## src/design/graph_reachability_tree_check_defines.svh

```systemverilog
// Assertion macros shared by the graph reachability block.
`ifndef GRAPH_REACHABILITY_TREE_CHECK_DEFINES_SVH
`define GRAPH_REACHABILITY_TREE_CHECK_DEFINES_SVH

// Same-cycle implication, checked on every rising clock edge outside reset.
`define GRC_ASSERT_NOW(label, clk, rst, ante, cons) \
   label: assert property (@(posedge clk) disable iff (rst) (ante) |-> (cons)) \
      else $error("graph reachability check failed");

// Next-cycle implication, checked on every rising clock edge outside reset.
`define GRC_ASSERT_NEXT(label, clk, rst, ante, cons) \
   label: assert property (@(posedge clk) disable iff (rst) (ante) |=> (cons)) \
      else $error("graph reachability check failed");

`endif

```

## src/design/grc_pkg.sv

```systemverilog
// Package with sizes, codes and shared types of the graph reachability block.
`timescale 1ns / 1ps
package grc_pkg;

   localparam int MAX_VERTICES    = 64;
   localparam int EDGE_COUNT_BITS = 12;
   localparam int VIDX_BITS       = (MAX_VERTICES > 1) ? $clog2(MAX_VERTICES) : 1;
   localparam int NCNT_BITS       = $clog2(MAX_VERTICES + 1);
   localparam int MODE_BITS       = 3;
   localparam int VNUM_BITS       = 9;
   localparam int VC_BITS         = 7;
   localparam int FIRST_BITS      = 8;
   localparam int CSR_INDEX_BITS  = 4;
   localparam int CSR_DATA_BITS   = 8;

   localparam logic [CSR_INDEX_BITS-1:0] CSR_VERTEX_COUNT = CSR_INDEX_BITS'(0);
   localparam logic [CSR_INDEX_BITS-1:0] CSR_FIRST_VERTEX = CSR_INDEX_BITS'(1);

   typedef logic [MAX_VERTICES-1:0] row_type;
   typedef logic [VIDX_BITS-1:0]    vidx_type;

   typedef enum logic [MODE_BITS-1:0] {
      MODE_ADD_UNDIR = 3'd0,
      MODE_ADD_DIR   = 3'd1,
      MODE_PATH      = 3'd2,
      MODE_TREE      = 3'd3,
      MODE_CLEAR     = 3'd4
   } mode_type;

   typedef enum logic [1:0] {
      ST_IDLE,
      ST_INS_FWD,
      ST_INS_REV,
      ST_WALK
   } state_type;

   // Active configuration as the controller sees it.
   typedef struct packed {
      logic [NCNT_BITS-1:0]  n_used;
      logic [FIRST_BITS-1:0] first;
   } cfg_type;

   // One cycle of requests to the adjacency memory.
   typedef struct packed {
      logic     clear;
      logic     rd_en;
      vidx_type rd_addr;
      logic     wr_en;
      vidx_type wr_addr;
      row_type  wr_bits;
   } mem_req_type;

endpackage

```

## src/design/grc_ctrl.sv

```systemverilog
// Item sequencer: range checks, edge inserts, frontier walk and results.
`timescale 1ns / 1ps
module grc_ctrl
   import grc_pkg::*;
(
   input  logic                 clock,
   input  logic                 reset,
   input  cfg_type              cfg,
   input  logic                 start,
   output logic                 busy,
   input  logic [MODE_BITS-1:0] req_mode,
   input  logic [VNUM_BITS-1:0] req_from_vertex,
   input  logic [VNUM_BITS-1:0] req_to_vertex,
   output logic                 rsp_valid,
   output logic                 rsp_answer,
   output logic                 rsp_status,
   output mem_req_type          mem_req,
   input  row_type              rd_data
);

   state_type                  state_ff, state_in;
   vidx_type                   a_ff, a_in, b_ff, b_in;
   logic                       dir_ff, dir_in;
   logic                       path_ff, path_in;
   row_type                    visited_ff, visited_in;
   row_type                    frontier_ff, frontier_in;
   logic                       inflight_ff, inflight_in;
   logic [EDGE_COUNT_BITS-1:0] count_ff, count_in;
   logic                       rsp_valid_ff, rsp_valid_in;
   logic                       rsp_answer_ff, rsp_answer_in;
   logic                       rsp_status_ff, rsp_status_in;

   row_type              vmask;
   row_type              fresh;
   row_type              lowbit;
   vidx_type             pick;
   vidx_type             a_idx, b_idx;
   logic                 a_ok, b_ok;
   logic [VNUM_BITS-1:0] a_diff, b_diff;
   mode_type             mode;

   assign mode = mode_type'(req_mode);

   always_comb begin
      for (int i = 0; i < MAX_VERTICES; i++) begin
         vmask[i] = (i < int'(cfg.n_used));
      end
   end

   // External numbers become indexes relative to the first vertex number.
   always_comb begin
      a_diff = req_from_vertex - VNUM_BITS'(cfg.first);
      b_diff = req_to_vertex - VNUM_BITS'(cfg.first);
      a_ok   = (req_from_vertex >= VNUM_BITS'(cfg.first)) && (int'(a_diff) < int'(cfg.n_used));
      b_ok   = (req_to_vertex >= VNUM_BITS'(cfg.first)) && (int'(b_diff) < int'(cfg.n_used));
      a_idx  = a_diff[VIDX_BITS-1:0];
      b_idx  = b_diff[VIDX_BITS-1:0];
   end

   // Lowest pending frontier vertex.
   always_comb begin
      lowbit = frontier_ff & (~frontier_ff + row_type'(1));
      pick   = '0;
      for (int i = 0; i < MAX_VERTICES; i++) begin
         if (lowbit[i]) begin
            pick = pick | VIDX_BITS'(i);
         end
      end
   end

   assign fresh = rd_data & vmask & ~visited_ff;

   always_ff @(posedge clock) begin
      if (reset) begin
         state_ff     <= ST_IDLE;
         count_ff     <= '0;
         inflight_ff  <= 1'b0;
         rsp_valid_ff <= 1'b0;
      end else begin
         state_ff     <= state_in;
         count_ff     <= count_in;
         inflight_ff  <= inflight_in;
         rsp_valid_ff <= rsp_valid_in;
      end
   end

   always_ff @(posedge clock) begin
      a_ff          <= a_in;
      b_ff          <= b_in;
      dir_ff        <= dir_in;
      path_ff       <= path_in;
      visited_ff    <= visited_in;
      frontier_ff   <= frontier_in;
      rsp_answer_ff <= rsp_answer_in;
      rsp_status_ff <= rsp_status_in;
   end

   always_comb begin
      state_in      = state_ff;
      a_in          = a_ff;
      b_in          = b_ff;
      dir_in        = dir_ff;
      path_in       = path_ff;
      visited_in    = visited_ff;
      frontier_in   = frontier_ff;
      inflight_in   = 1'b0;
      count_in      = count_ff;
      rsp_valid_in  = 1'b0;
      rsp_answer_in = 1'b0;
      rsp_status_in = 1'b0;
      mem_req       = '0;

      case (state_ff)
         ST_IDLE: begin
            if (start) begin
               a_in = a_idx;
               b_in = b_idx;
               if ((mode inside {MODE_ADD_UNDIR, MODE_ADD_DIR, MODE_PATH}) && !(a_ok && b_ok)) begin
                  rsp_valid_in  = 1'b1;
                  rsp_status_in = 1'b1;
               end else begin
                  case (mode)
                     MODE_ADD_UNDIR, MODE_ADD_DIR: begin
                        dir_in   = (mode == MODE_ADD_DIR);
                        state_in = ST_INS_FWD;
                     end
                     MODE_PATH: begin
                        path_in     = 1'b1;
                        visited_in  = row_type'(1) << a_idx;
                        frontier_in = row_type'(1) << a_idx;
                        state_in    = ST_WALK;
                     end
                     MODE_TREE: begin
                        path_in     = 1'b0;
                        visited_in  = row_type'(1);
                        frontier_in = row_type'(1);
                        state_in    = ST_WALK;
                     end
                     MODE_CLEAR: begin
                        mem_req.clear = 1'b1;
                        count_in      = '0;
                        visited_in    = '0;
                        frontier_in   = '0;
                        rsp_valid_in  = 1'b1;
                     end
                     default: begin
                        rsp_valid_in = 1'b1;
                     end
                  endcase
               end
            end
         end
         ST_INS_FWD: begin
            mem_req.wr_en   = 1'b1;
            mem_req.wr_addr = a_ff;
            mem_req.wr_bits = row_type'(1) << b_ff;
            if (dir_ff) begin
               rsp_valid_in = 1'b1;
               state_in     = ST_IDLE;
            end else begin
               state_in = ST_INS_REV;
            end
         end
         ST_INS_REV: begin
            mem_req.wr_en   = 1'b1;
            mem_req.wr_addr = b_ff;
            mem_req.wr_bits = row_type'(1) << a_ff;
            if (count_ff != '1) begin
               count_in = count_ff + EDGE_COUNT_BITS'(1);
            end
            rsp_valid_in = 1'b1;
            state_in     = ST_IDLE;
         end
         ST_WALK: begin
            // Issue one row read a cycle and merge the row that returns.
            if (inflight_ff) begin
               visited_in = visited_ff | fresh;
            end
            if (frontier_ff != '0) begin
               mem_req.rd_en   = 1'b1;
               mem_req.rd_addr = pick;
               inflight_in     = 1'b1;
            end
            frontier_in = (frontier_ff & ~lowbit) | (inflight_ff ? fresh : '0);
            if ((frontier_ff == '0) && !inflight_ff) begin
               rsp_valid_in = 1'b1;
               if (path_ff) begin
                  rsp_answer_in = visited_ff[b_ff];
               end else begin
                  rsp_answer_in = ((visited_ff & vmask) == vmask)
                                  && (int'(count_ff) == int'(cfg.n_used) - 1);
               end
               state_in = ST_IDLE;
            end
         end
         default: begin
            state_in = ST_IDLE;
         end
      endcase
   end

   assign busy       = (state_ff != ST_IDLE);
   assign rsp_valid  = rsp_valid_ff;
   assign rsp_answer = rsp_answer_ff;
   assign rsp_status = rsp_status_ff;

endmodule

```

## config.mk

```make
export PLATFORM = sky130hd
export DESIGN_NAME = grc_ctrl
export DESIGN_NICKNAME = d
export VERILOG_FILES = /design/src/design/graph_reachability_tree_check_defines.svh /design/src/design/grc_pkg.sv /design/src/design/grc_ctrl.sv
export SDC_FILE = /design/constraint.sdc
export NUM_CORES = 1
export LEC_CHECK = 0
export ABC_AREA = 1
export ABC_CLOCK_PERIOD_IN_PS = 10000
export BUFFER_PORTS_ARGS = -buffer_cell sky130_fd_sc_hd__buf_2
export CORE_MARGIN = 1
export CORE_UTILIZATION = 40
export CTS_CLUSTER_DIAMETER = 30
export DETAILED_ROUTE_END_ITERATION = 8
export PLACE_DENSITY = 0.63
export RECOVER_POWER = 50
export SLEW_MARGIN = 20
export SYNTH_ARGS = -nofsm -noshare
export SYNTH_HDL_FRONTEND = slang
export SYNTH_SLANG_ARGS = --single-unit
```

## constraint.sdc

```tcl
create_clock -name clock -period 10 [get_ports clock]
set_input_delay 1 -clock clock [delete_from_list [all_inputs] [get_ports clock]]
set_output_delay 1 -clock clock [all_outputs]
set_load 0.03 [all_outputs]
```

### Word level (Yosys, flattened, before mapping)

Cells that the tools add are included.

| storage, ports and cells | value |
|---|---|
| flip-flop bits (word level) | 160 |
| input bits | 103 |
| word-level logic and storage cells | 314 |
| output and inout bits | 83 |

| operators by class | value |
|---|---|
| $lt $le $gt $ge | 69 |
| bitwise logic cells | 11 |
| multiplexer cells | 167 |
| equal/unequal tests | 20 |
| shift operators | 3 |
| add/sub/neg operators | 5 |
| reductions and logical operators | 27 |

Operator list:

| cell | number |
|---|---|
| $mux 64 | 11 |
| $and 64x64->64 | 5 |
| $pmux 64 s2 | 2 |
| $lt 6x7->1 const A | 32 |
| $mux 6 | 36 |
| $not 64->64 | 3 |
| $pmux 64 s3 | 1 |
| $shl 1x6->64 const A | 3 |
| $pmux 71 s2 | 1 |
| $mux 12 | 11 |
| $or 64x64->64 | 2 |
| $lt 5x7->1 const A | 16 |
| $mux 5 | 16 |
| $add 64x1->64 const B | 1 |
| $eq 64x64->1 | 1 |
| $logic_not 64->1 | 1 |
| $reduce_bool 64->1 | 1 |
| $lt 4x7->1 const A | 8 |
| $mux 1 | 54 |
| $mux 4 | 8 |
| $lt 3x7->1 const A | 4 |
| $mux 2 | 14 |
| $pmux 12 s2 | 1 |
| $mux 7 | 3 |
| other kinds (37) | 67 |

### Longest topological paths before layout

Gate-level depths: netlist of the first run.

| depth | value |
|---|---|
| depth after elaboration | 69 |
| gate-level depth with buffers | 23 |
| gate-level depth less buffers | 22 |

### Worst setup path before layout of the first run

OpenSTA, ideal clock, no wires.

| timing path | value |
|---|---|
| path kind | input -> register |
| start | input port req_from_vertex[0] |
| end | register visited_ff[0] (enable) |
| stages | 21 |
| setup slack | 1715 ps |
| arrival time | 7721 ps |
| buffers on the path | 1 |
| library setup time | 565 ps |
| data required time | 9435 ps |
| path through | inv_1 -> ha_1 -> inv_1 -> fa_1 -> nand2_1 -> nand2_1 -> nand2_1 -> xnor2_2 -> buf_2 -> ha_1 -> nand2_1 -> inv_1 -> nand2_1 -> nand3_1 -> a21oi_1 -> nand2_1 -> nor2_1 -> nand3_1 -> nand3_1 -> o21ai_0 -> nor3_1 |

| between the ends | value |
|---|---|
| longest elaborated chain between the ends | 8 |
| elaborated cells on any way between the ends | 9 |
| classes of those cells | add/sub (1); order compare (2); eq/ne (1); reduce/logical (5) |

RTL lines:

| element | RTL line | source |
|---|---|---|
| from (decl) | grc_ctrl.sv:12 | `input logic [VNUM_BITS-1:0] req_from_vertex,` |
| $sub 9x8->9 | grc_ctrl.sv:52 | `a_diff = req_from_vertex - VNUM_BITS'(cfg.first);` |
| via a_diff[4] | grc_ctrl.sv:39 | `logic [VNUM_BITS-1:0] a_diff, b_diff;` |
| $lt 9x7->1 | grc_ctrl.sv:54 | `a_ok = (req_from_vertex >= VNUM_BITS'(cfg.first)) && (int'(a_diff) < int'(cfg.n_used));` |
| $logic_and 1x1->1 | grc_ctrl.sv:54 |  |
| $logic_and 1x1->1 | grc_ctrl.sv:118 | `if ((mode inside {MODE_ADD_UNDIR, MODE_ADD_DIR, MODE_PATH}) && !(a_ok && b_ok)) begin` |
| $logic_not 1->1 | grc_ctrl.sv:118 |  |
| $logic_and 1x1->1 | grc_ctrl.sv:118 |  |
| $ne 2x2->1 (no source line) | -- |  |
| $reduce_and 5->1 (no source line) | -- |  |
| to (signal assigned) | grc_ctrl.sv:92 | `visited_ff <= visited_in;` |
| to (decl) | grc_ctrl.sv:25 | `row_type visited_ff, visited_in;` |

The timed path passes the listed nets, and every way through them passes these cells.
A chain may end at the register's enable or synchronous reset.

### Final worst setup path of the first run

| timing path | value |
|---|---|
| start | input port cfg[0] (netlist bit) |
| end | register visited_ff[3] (enable) |

| between the ends | value |
|---|---|
| longest elaborated chain between the ends | 8 |
| elaborated cells on any way between the ends | 13 |
| classes of those cells | add/sub (2); order compare (4); eq/ne (1); reduce/logical (6) |

RTL lines:

| element | RTL line | source |
|---|---|---|
| from (decl) | grc_ctrl.sv:8 | `input cfg_type cfg,` |
| $sub 9x8->9, on equally long branches | grc_ctrl.sv:52, grc_ctrl.sv:53 |  |
| $lt 9x7->1, on equally long branches | grc_ctrl.sv:54, grc_ctrl.sv:55 |  |
| $logic_and 1x1->1, on equally long branches | grc_ctrl.sv:54, grc_ctrl.sv:55 |  |
| $logic_and 1x1->1 (*) | grc_ctrl.sv:118 |  |
| $logic_not 1->1 (*) | grc_ctrl.sv:118 |  |
| $logic_and 1x1->1 (*) | grc_ctrl.sv:118 |  |
| $ne 2x2->1 (no source line) (*) | -- |  |
| $reduce_and 5->1 (no source line) (*) | -- |  |

Every way passes the cells marked *; elsewhere a longest branch is shown, timed or not.

==> results by group, run 1 <==
Timing
  – Final hold vios: 0
  – Fmax achieved: 177 MHz
  – Final slew viol count: 20
  – Max_slew headroom: -0.124
  – Slew of the pin with the lowest slew margin: 1.67 ns
  – Final setup fails: 0
  – Final Cycle Share: 0.564
  – Sum Neg Setup Slack: 0 ns
  – Post-layout min period: 5.64 ns
  – Setup repair after global routing missed its margin: no
  – Clock skew: 0.0142 ns

Yosys
  – Seq cells post-synth: 160
  – Post-Syn Area: 13900 um^2
  – Yosys warning count: 0
  – Cells after synthesis: 2158
  – Top cell type's share of synthesized area: 0.306
  – Post-synth EDFFs: 142
  – Yosys top cell by area: edfxtp_1
  – Syn Nets: 2299
  – Netlist cell types: 52
  – Post-synth top flop: edfxtp_1
  – Async S/R FF share, synth: 0
  – Post-Syn Area per Cell: 6.45 um^2
  – Register area share after synthesis: 0.332
  – Synth top area cells: edfxtp_1 (31%), nand2_1 (18%), nor2_1 (9.1%), nand3_1 (7.6%), inv_1 (6.6%)

Power
  – Internal: 0.00167 W
  – Pwr/cell area: 197 nW/um^2
  – Leak: 7.23 nW
  – NetSw: 0.00143 W
  – Clock power frac: 0.214
  – Switching share of power: 0.462
  – IR drop worst, VDD: 139 uV
  – Share of power burned in registers: 0.391
  – Gate power share: 0.395

Placement
  – Port bufs: 185
  – Placer congestion estimate: 1.03
  – Hpwl dp: 49100 um

CTS
  – Num Clock Sinks: 160
  – H-tree depth: 4
  – Inserted Clock Buffers: 17
  – Clk slew on worst S/H paths: 0.08 ns
  – Skew-Pair Late Insertion Delay: 0.45 ns
  – CTS tree: built
  – Resize count post-CTS: 0
  – Post-CTS Hold Fix Bufs: 0
  – Setup Fix Bufs, Post-CTS: 0
  – CTS root buf: clkbuf_16
  – Clk buf depth: 2

Cells and area
  – Final-layout fill cell count: 3679
  – Final #Nets: 2453
  – Final core occ: 0.465
  – Layout Area Growth over Synthesis: 13.2%
  – Multi-input gate area: 8030 um^2
  – Share of cells above drive strength 1: 0.116
  – Reg area: 4620 um^2

Global route
  – Initial antenna violation count: 2
  – Tot GR Track Use: 0.344
  – Largest net degree at the start of global routing: 65
  – Vias in the first global route: 14700
  – Grt ovf: 0
  – First-pass GRT wire length: 90500 um

Route
  – Drt pass-1 iters: 5
  – Total vias in the final route: 15800
  – DRT iter0 DRCs: 2027
  – Drt drc: 0
  – Vias/cell: 5.68
  – Final wirelength: 62000 um
  – WL/cell: 22.4 um
  – Antenna Violating Nets Remaining: 0

Floorplanning
  – Core area: 33900 um^2
  – DIE AREA: 35500 um^2
  – Die W: 189 um
  – Initial core utilization: 0.411
  – Boundary Pins: 186
  – Die H: 189 um
  – FP Rows: 67

Critical path
  – Crit path max fanout: 64
  – Nature of the critical path endpoint: flop
  – Worst path required time: 10.07 ns
  – Worst EP arrival: 5.70 ns
  – Startpoint Class: input port
  – Crit Path Class: input port to flop

Hold path
  – Worst min path class: flop to flop

Run status
  – Status: finished with violations
  – Failing checks: max-capacitance violations, max-slew violations

Run
  – Max-cap violations: 1
synthesized netlist by cell type, types with 3 or more instances:
master	count
nand3_1	210
a32oi_1	5
a211oi_1	3
xor2_1	5
or2_2	8
inv_1	245
nor3b_1	7
o21ai_0	115
and2_1	16
nor3_1	28
buf_6	4
nand2_1	659
xnor2_1	7
o211ai_1	11
a31oi_1	3
a21oi_1	80
edfxtp_1	142
nand4_1	28
dfxtp_1	18
o21bai_1	3
nand3b_1	9
a21boi_0	5
inv_2	11
o221ai_1	11
nor2_2	8
o21ai_1	10
ha_1	36
nand2_2	7
nor2_4	12
buf_1	8
clkbuf_1	34
nor2_1	337
buf_2	14
o311ai_0	31
power by group through the flow:
stage / Sequential (W) / Combinational [W] / Clock (W)
global placement: 0.00121 / 0.00120 / 0
detailed placement: 0.00122 / 0.00121 / 0
CTS: 0.00120 / 0.00122 / 0.000666
global route: 0.00123 / 0.00135 / 0.000693
finish: 0.00121 / 0.00123 / 0.000665
floorplan: 0.00116 / 0.000836 / 0
cell usage in the layout, fill, tap and decap left out, types with 17 or more instances in the layout:
cell / count
nor3_1: 27
ha_1: 35
buf_2: 168
o21ai_0: 116
clkbuf_1: 17
inv_1: 243
a21oi_1: 80
nand4_1: 28
nand3_1: 210
nor2_1: 341
nand2_1: 660
dfxtp_1: 18
o311ai_0: 33
clkbuf_16: 18
edfxtp_1: 142
worst max-delay path, cell delays in order:
cell and delay, ns:
clkbuf_1 0.10, ha_1 0.19, inv_1 0.08, fa_1 0.20
nand2_1 0.07, nand2_1 0.10, nand2_1 0.09, xnor2_1 1.27
ha_1 0.46, nand2_1 0.10, inv_1 0.04, nand2_1 0.05
nand3_1 0.07, a21oi_1 0.13, nand2_1 0.06, nor2_1 0.15
nand3_1 0.14, nand3_1 0.24, o21ai_0 0.16, nor3_2 0.13
buf_4 0.79
layout make-up:
cell class	instances	area share
Multi-Input combinational cell	1680	0.510
Sequential cell	160	0.294
Timing Repair Buffer	196	0.0627
Inverter	257	0.0612
Tap cell	448	0.0356
Clock buffer	20	0.0298
Clock inverter	12	0.00699
Antenna cell	1	0.000159
logic make-up after synthesis:
kind of cell / share of synthesized area
fa+ha+maj: 0.0352
flops: 0.332
xor+xnor: 0.00872
buf+inv: 0.0894
simple gates: 0.411
compound gates: 0.124
registers in the layout, indices dropped and copies added (netlist names), 2 cells and up:
register,count
a_ff,6
b_ff,6
count_ff,12
frontier_ff,64
state_ff,2
visited_ff,64
routing by layer:
layer,up-vias,GRT usage,wire length (um)
met4,2,0.171,3160
met5,-,0,15
met2,864,0.551,28200
met3,163,0.0546,5520
li1,7447,-,-
met1,7291,0.449,25200
per-stage QoR:
step	cells	worst slack [ns]	total power, W	area [um^2]	hold slack, ns
6_report	2774	4.36	0.00310	15800	0.506
4_1_cts	2773	5.00	0.00309	15800	0.505
5_1_grt	2773	4.02	0.00327	15700	0.525
2_1_floorplan	2158	1.71	0.00200	13900	0.468
3_5_place_dp	2741	4.53	0.00243	15200	0.492
3_3_place_gp	2741	4.63	0.00242	15200	0.480
final timing paths:
check	slack [ns]	endpoint	from	depth (start not counted)
hold reg to reg	0.51	count_ff[0]	count_ff[0]	2
hold / removal	0.51	count_ff[0]	count_ff[0]	2
setup / recovery	4.36	visited_ff[3]	cfg[0]	21
setup reg to reg	5.75	frontier_ff[53]	frontier_ff[0]	8
No activity file was read; power rests on OpenSTA's default activity.
==> run 2, diff against run 1 <==
ABC_AREA = 0   (was 1)
ABC_CLOCK_PERIOD_IN_PS = 4800   (was 10000)
PLACE_DENSITY = 0.66   (was 0.63)
clock period = 4.8 ns   (was 10 ns; I/O delays follow)
==> results by group, run 2 <==
Run status
  – Status: finished with violations
  – Failing checks: max-capacitance violations, max-slew violations

Timing
  – Slew of the pin with the lowest slew margin: 1.82 ns (+0.151 ns)
  – Fmax achieved: 215 MHz
  – Final Cycle Share: 0.970
  – Post-layout min period: 4.66 ns
  – Final hold vios: 0 (unchanged)
  – Clock skew: 0.0108 ns (-0.00344 ns)
  – Max_slew headroom: -0.217 (-0.0923)
  – Sum Neg Setup Slack: 0 ns (unchanged)
  – Final setup fails: 0 (unchanged)
  – Final slew viol count: 66 (+230%)
  – Setup repair after global routing missed its margin: no

Global route
  – First-pass GRT wire length: 81700 um (-9.7%)
  – Largest net degree at the start of global routing: 65 (unchanged)
  – Vias in the first global route: 12900 (-12%)
  – Grt ovf: 0 (unchanged)
  – Tot GR Track Use: 0.336 (-0.00808)
  – Initial antenna violation count: 1 (-1)

Cells and area
  – Reg area: 4630 um^2 (about the same)
  – Final-layout fill cell count: 3068 (-17%)
  – Share of cells above drive strength 1: 0.152 (+0.0364)
  – # diodes: 0 (-1)
  – Largest registers: frontier_ff (64), visited_ff (64), count_ff (12)
  – Final std cells w/o fill: 2092 (-25%)
  – Design area: 14800 um^2 (-6.2%)
  – Commonest non-fill, non-tap cell in the layout: o21ai_0
  – Final #Nets: 1818 (-26%)
  – Multi-input gate area: 7520 um^2 (-6.4%)
  – Most frequent cells in the layout: o21ai_0 (162), buf_2 (157), nor2_1 (145)
  – Layout Area Growth over Synthesis: 15.8%

Yosys
  – Syn Nets: 1649 (-28%)
  – Netlist cell types: 83 (+60%)
  – Post-synth EDFFs: 142 (unchanged)
  – Synth top area cells: edfxtp_1 (33%), o21ai_0 (6.4%), nor2_1 (4.3%), nand2_1 (4.2%), ha_1 (3.5%)
  – Post-Syn Area per Cell: 8.46 um^2 (+31%)
  – Yosys warning count: 0 (unchanged)
  – Top cell type's share of synthesized area: 0.334 (+0.0279)
  – Top cells by count, synth: o21ai_0 (162), nor2_1 (145), nand2_1 (143)
  – Most numerous cell in the Yosys netlist: o21ai_0
  – Yosys top cell by area: edfxtp_1
  – Async S/R FF share, synth: 0 (unchanged)
  – Post-synth top flop: edfxtp_1
  – Post-Syn Area: 12800 um^2 (-8.4%)
  – Register area share after synthesis: 0.362 (+0.0303)
  – Seq cells post-synth: 160 (unchanged)
  – Cells after synthesis: 1508 (-30%)

Route
  – DRT iter0 DRCs: 2275 (+12%)
  – Total vias in the final route: 14000 (-11%)
  – Drt pass-1 iters: 8 (+3)
  – Final wirelength: 55200 um (-11%)
  – Antenna Violating Nets Remaining: 0 (unchanged)
  – DRT met1 WL: 21300 um (-16%)
  – Vias/cell: 6.68 (+17%)
  – Routed wire length on met3: 7650 um (+39%)
  – Drt drc: 0 (unchanged)
  – Max Used Layer: met4
  – DR WL met2: 23300 um (-17%)
  – WL/cell: 26.4 um (+18%)

CTS
  – Resize count post-CTS: 0 (unchanged)
  – Setup Fix Bufs, Post-CTS: 0 (unchanged)
  – Inserted Clock Buffers: 17 (unchanged)
  – H-tree depth: 4 (unchanged)
  – Skew-Pair Late Insertion Delay: 0.45 ns (about the same)
  – CTS tree: built
  – CTS root buf: clkbuf_16
  – Post-CTS Hold Fix Bufs: 0 (unchanged)
  – Clk buf depth: 2 (unchanged)
  – Num Clock Sinks: 160 (unchanged)
  – Clk slew on worst S/H paths: 0.07 ns (about the same)

Floorplanning
  – Core area: 31500 um^2 (-7.1%)
  – Die H: 181 um (-4.2%)
  – Boundary Pins: 186 (unchanged)
  – Initial core utilization: 0.405 (-0.00567)
  – FP Rows: 65 (-3.0%)
  – Die W: 181 um (-4.2%)
  – DIE AREA: 32600 um^2 (-8.3%)

Run
  – Max-cap violations: 2 (+1)

Critical path
  – End of the worst register-to-register path: frontier_ff[63]
  – CP peak stage delay: 0.73 ns (-0.54 ns)
  – Cell family with most CP delay: simple AND/OR/NAND/NOR gates
  – Worst r2r src: frontier_ff[1]
  – Worst EP arrival: 4.18 ns (-1.52 ns)
  – Crit path buf inv count: 1 (-3)
  – WP depth: 8 (-62%)
  – Worst path required time: 4.32 ns (-5.75 ns)
  – Worst path slowest cell: or4_1
  – Nature of the critical path endpoint: output port
  – Startpoint Class: flop
  – R2R cell count: 8 (unchanged)
  – Crit Path Class: flop to output port
  – FF-to-FF setup slack: 1.16 ns (-4.59 ns)
  – Crit path max fanout: 12 (-81%)
  – Critical-path cell list: or4_1 -> or3_4 -> nor4_4 -> and2_0 -> a222oi_1 -> nor4b_1 -> a31oi_1 -> buf_2

Placement
  – Hpwl dp: 40600 um (-17%)
  – Cell Count Post-Placement: 2060 (-25%)
  – Post-DP Area: 14300 um^2 (-6.4%)
  – Placer congestion estimate: 1.01 (-2.0%)
  – Port bufs: 185 (unchanged)

Hold path
  – Min-delay src: reset
  – Worst min path class: input port to flop
  – Worst hold stages: 2 (unchanged)
  – Hold EP: inflight_ff

Power
  – Pwr/cell area: 531 nW/um^2 (+170%)
  – IR drop worst, VDD: 442 uV (+220%)
  – Leak: 5.32 nW (-26%)
==> run 2: final cells by class <==
class                   count  share of cell area
well taps                 402              0.0341
flip-flops and latches    160               0.313
clock buffers              17              0.0288
repair buffers            226              0.0817
multi-input cells        1185               0.509
clock inverters            15              0.0108
inverters                  87              0.0221
==> run 2: worst max-delay path by stage <==
| stage | startpoint | endpoint | slack (ns) |
|---|---|---|---|
| after floorplan | req_from_vertex[0] | frontier_ff[0] | -0.61 |
| after global placement | req_from_vertex[0] | frontier_ff[50] | 0.16 |
| after detailed placement | req_from_vertex[0] | frontier_ff[48] | 0.04 |
| after CTS | frontier_ff[1] | mem_req[71] | 0.30 |
| after global routing | frontier_ff[0] | mem_req[76] | 0.07 |
| final | frontier_ff[1] | mem_req[72] | 0.14 |
==> run 2: cells by family after synthesis <==
kind of cell / count (synthesis) / synth area share
AOI/OAI and AO/OA: 526 / 0.263
xor gates and xnor gates: 28 / 0.0192
adders and majority gates: 39 / 0.0392
buffers and inverters: 163 / 0.0493
DFF: 160 / 0.362
muxes: 29 / 0.0388
and+or+nand+nor: 563 / 0.228
==> run 2: stage by stage <==
| step | power [W] | util | setup WS (ns) | hold WS [ns] |
|---|---|---|---|---|
| floorplan | 0.00499 | - | -0.611 | 0.482 |
| global placement | 0.00626 | 0.453 | 0.158 | 0.505 |
| detailed placement | 0.00629 | 0.453 | 0.0402 | 0.508 |
| CTS | 0.00768 | 0.472 | 0.297 | 0.292 |
| global route | 0.00816 | 0.469 | 0.0660 | 0.317 |
| finish | 0.00784 | 0.469 | 0.143 | 0.295 |
==> run 2: metal layers <==
metal / vias up / GRT usage
li1: 6115 / -
met1: 6512 / 0.435
met2: 1155 / 0.496
met3: 186 / 0.108
met4: 0 / 0.181
met5: - / 0
==> run 2: report_power, final <==
part | internal (W) | switching (W) | total, W
clock network | 0.000771 | 0.000630 | 0.00140
logic | 0.00111 | 0.00197 | 0.00308
registers | 0.00242 | 0.000935 | 0.00335
total | 0.00430 | 0.00354 | 0.00784
==> run 3, diff against run 2 <==
ABC_CLOCK_PERIOD_IN_PS = 5500   (was 4800)
PLACE_DENSITY = 0.63   (was 0.66)
clock period = 5.5 ns   (was 4.8 ns; I/O delays follow)
==> results by group, run 3 (synthesized netlist as in run 2, its figures left out) <==
Run status
  – Status: finished with violations
  – Failing checks: max-capacitance violations, max-slew violations

Critical path
  – FF-to-FF setup slack: 1.35 ns (+0.19 ns)
  – Crit path max fanout: 12 (unchanged)
  – Worst EP arrival: 4.59 ns (+0.41 ns)
  – Worst r2r src: frontier_ff[0]
  – Startpoint Class: flop
  – R2R cell count: 8 (unchanged)
  – End of the worst register-to-register path: frontier_ff[54]
  – Worst path required time: 4.95 ns (+0.63 ns)
  – Nature of the critical path endpoint: output port
  – Crit Path Class: flop to output port

CTS
  – Clk buf depth: 2 (unchanged)
  – Setup Fix Bufs, Post-CTS: 0 (unchanged)
  – CTS tree: built
  – Post-CTS Hold Fix Bufs: 0 (unchanged)
  – H-tree depth: 4 (unchanged)
  – Resize count post-CTS: 0 (unchanged)
  – Inserted Clock Buffers: 17 (unchanged)
  – Num Clock Sinks: 160 (unchanged)
  – Clk slew on worst S/H paths: 0.06 ns (about the same)
  – Skew-Pair Late Insertion Delay: 0.45 ns (about the same)
  – CTS root buf: clkbuf_16

Timing
  – Final Cycle Share: 0.934
  – Hold slack: 0.360 ns (+0.0642 ns)
  – Slew of the pin with the lowest slew margin: 1.87 ns (+0.0428 ns)
  – Final slew viol count: 33 (-50%)
  – Fmax achieved: 195 MHz
  – Setup repair after global routing missed its margin: no
  – Post-layout min period: 5.14 ns
  – Max_slew headroom: -0.245 (-0.0286)
  – Final hold vios: 0 (unchanged)
  – Worst Setup Slack, final: 0.361 ns (+0.218 ns)
  – Final setup fails: 0 (unchanged)
  – Clock skew: 0.0131 ns (+0.00237 ns)

Route
  – Antenna Violating Nets Remaining: 0 (unchanged)
  – Drt pass-1 iters: 8 (unchanged)
  – DRT iter0 DRCs: 2152 (-5.4%)
  – DRT met1 WL: 22400 um (+5.1%)
  – Drt drc: 0 (unchanged)
  – Total vias in the final route: 13900 (-0.29%)
  – Max Used Layer: met5
  – Vias/cell: 6.71 (+0.43%)
  – DR WL met2: 24700 um (+6.0%)
  – Routed wire length on met3: 6470 um (-15%)
  – WL/cell: 27.0 um (+2.4%)
  – Final wirelength: 56200 um (+1.7%)

Run
  – Max-cap violations: 1 (-1)

Global route
  – Vias in the first global route: 13200 (+2.0%)
  – Largest net degree at the start of global routing: 65 (unchanged)
  – Initial antenna violation count: 4 (+3)
  – Grt ovf: 0 (unchanged)
  – Tot GR Track Use: 0.341 (+0.00476)
  – First-pass GRT wire length: 83200 um (+1.8%)

Floorplanning
  – Die H: 181 um (unchanged)
  – DIE AREA: 32600 um^2 (unchanged)
  – Boundary Pins: 186 (unchanged)
  – Initial core utilization: 0.405 (unchanged)
  – Die W: 181 um (unchanged)
  – Core area: 31500 um^2 (unchanged)
  – FP Rows: 65 (unchanged)

Placement
  – Port bufs: 185 (unchanged)
  – Pre-CTS WS: 0.556 ns (+0.515 ns)
  – Placer congestion estimate: 1.01 (-0.23%)
  – Hpwl dp: 41700 um (+2.6%)

Cells and area
  – Commonest non-fill, non-tap cell in the layout: o21ai_0
  – Final #Nets: 1803 (-0.83%)
  – Final-layout fill cell count: 3131 (+2.1%)
  – Most frequent cells in the layout: o21ai_0 (161), buf_2 (156), nor2_1 (144), nand2_1 (144), edfxtp_1 (142)
  – Layout Area Growth over Synthesis: 15.2%
  – Final core occ: 0.467 (-0.00238)
  – Share of cells above drive strength 1: 0.147 (-0.00512)
  – Largest registers: frontier_ff (64), visited_ff (64), count_ff (12)

Power
  – Pwr/cell area: 470 nW/um^2 (-11%)
  – Leak: 5.27 nW (-0.82%)
  – IR drop worst, VDD: 288 uV (-35%)

Hold path
  – Min-delay src: reset
  – Worst hold stages: 2 (unchanged)
  – Worst min path class: input port to flop
  – Hold EP: inflight_ff
==> run 3: cell types whose count changed in the layout (fill, tap and decap cells not counted), sizes merged <==
cell / change
clkbuf: -2
inv: -3
bufinv: +3
diode: +1
clkinv: -1
buf: -11
clkinvlp: -2
==> run 3: report_power, final <==
part,leakage (nW),internal [W],switching [W]
clock,0.301,0.000808,0.000536
combinational,3.44,0.000884,0.00173
sequential,1.53,0.00211,0.000830
==> run 3: through the flow <==
stage,instance area [um^2],cells,TNS (ns),power (W)
2_1_floorplan,12800,1508,-175.19,0.00438
3_3_place_gp,14100,2045,0,0.00542
3_5_place_dp,14100,2045,0,0.00545
4_1_cts,14800,2076,0,0.00678
5_1_grt,14700,2077,0,0.00716
6_report,14700,2077,0,0.00690
==> run 3: per-layer routing <==
metal | vias up | GRT usage
met3 | 165 | 0.0760
met4 | 2 | 0.165
li1 | 6091 | -
met2 | 979 | 0.520
met1 | 6690 | 0.455
met5 | - | 0
==> run 3: how the worst max path moves through the flow <==
stage,startpoint,endpoint,slack [ns],cells past startpoint
global placement,req_from_vertex[0],visited_ff[58],0.70,18
floorplan,req_from_vertex[0],frontier_ff[0],-1.37,16
detailed placement,req_to_vertex[0],visited_ff[27],0.56,18
CTS,frontier_ff[0],mem_req[73],0.67,8
finish,frontier_ff[0],mem_req[73],0.36,8
global route,frontier_ff[1],mem_req[73],0.26,8
==> run 3: layout make-up <==
class	instances	area, um^2	area share
Timing Repair Buffer	211	1070	0.0731
Multi-Input combinational cell	1185	7520	0.512
Antenna cell	1	2.50	0.000170
Inverter	87	327	0.0222
Clock inverter	12	210	0.0143
Sequential cell	160	4630	0.315
Clock buffer	19	433	0.0295
Tap cell	402	503	0.0342
==> run 3: worst max-delay path, stage by stage (launching register included) <==
cell and delay [ns]:
edfxtp_1 0.50, or4_1 0.73, or3_1 0.66, nor4_4 0.73, nand2_1 0.29, o311ai_0 0.62, a2111oi_0 0.15, a31oi_1 0.22
buf_2 0.23
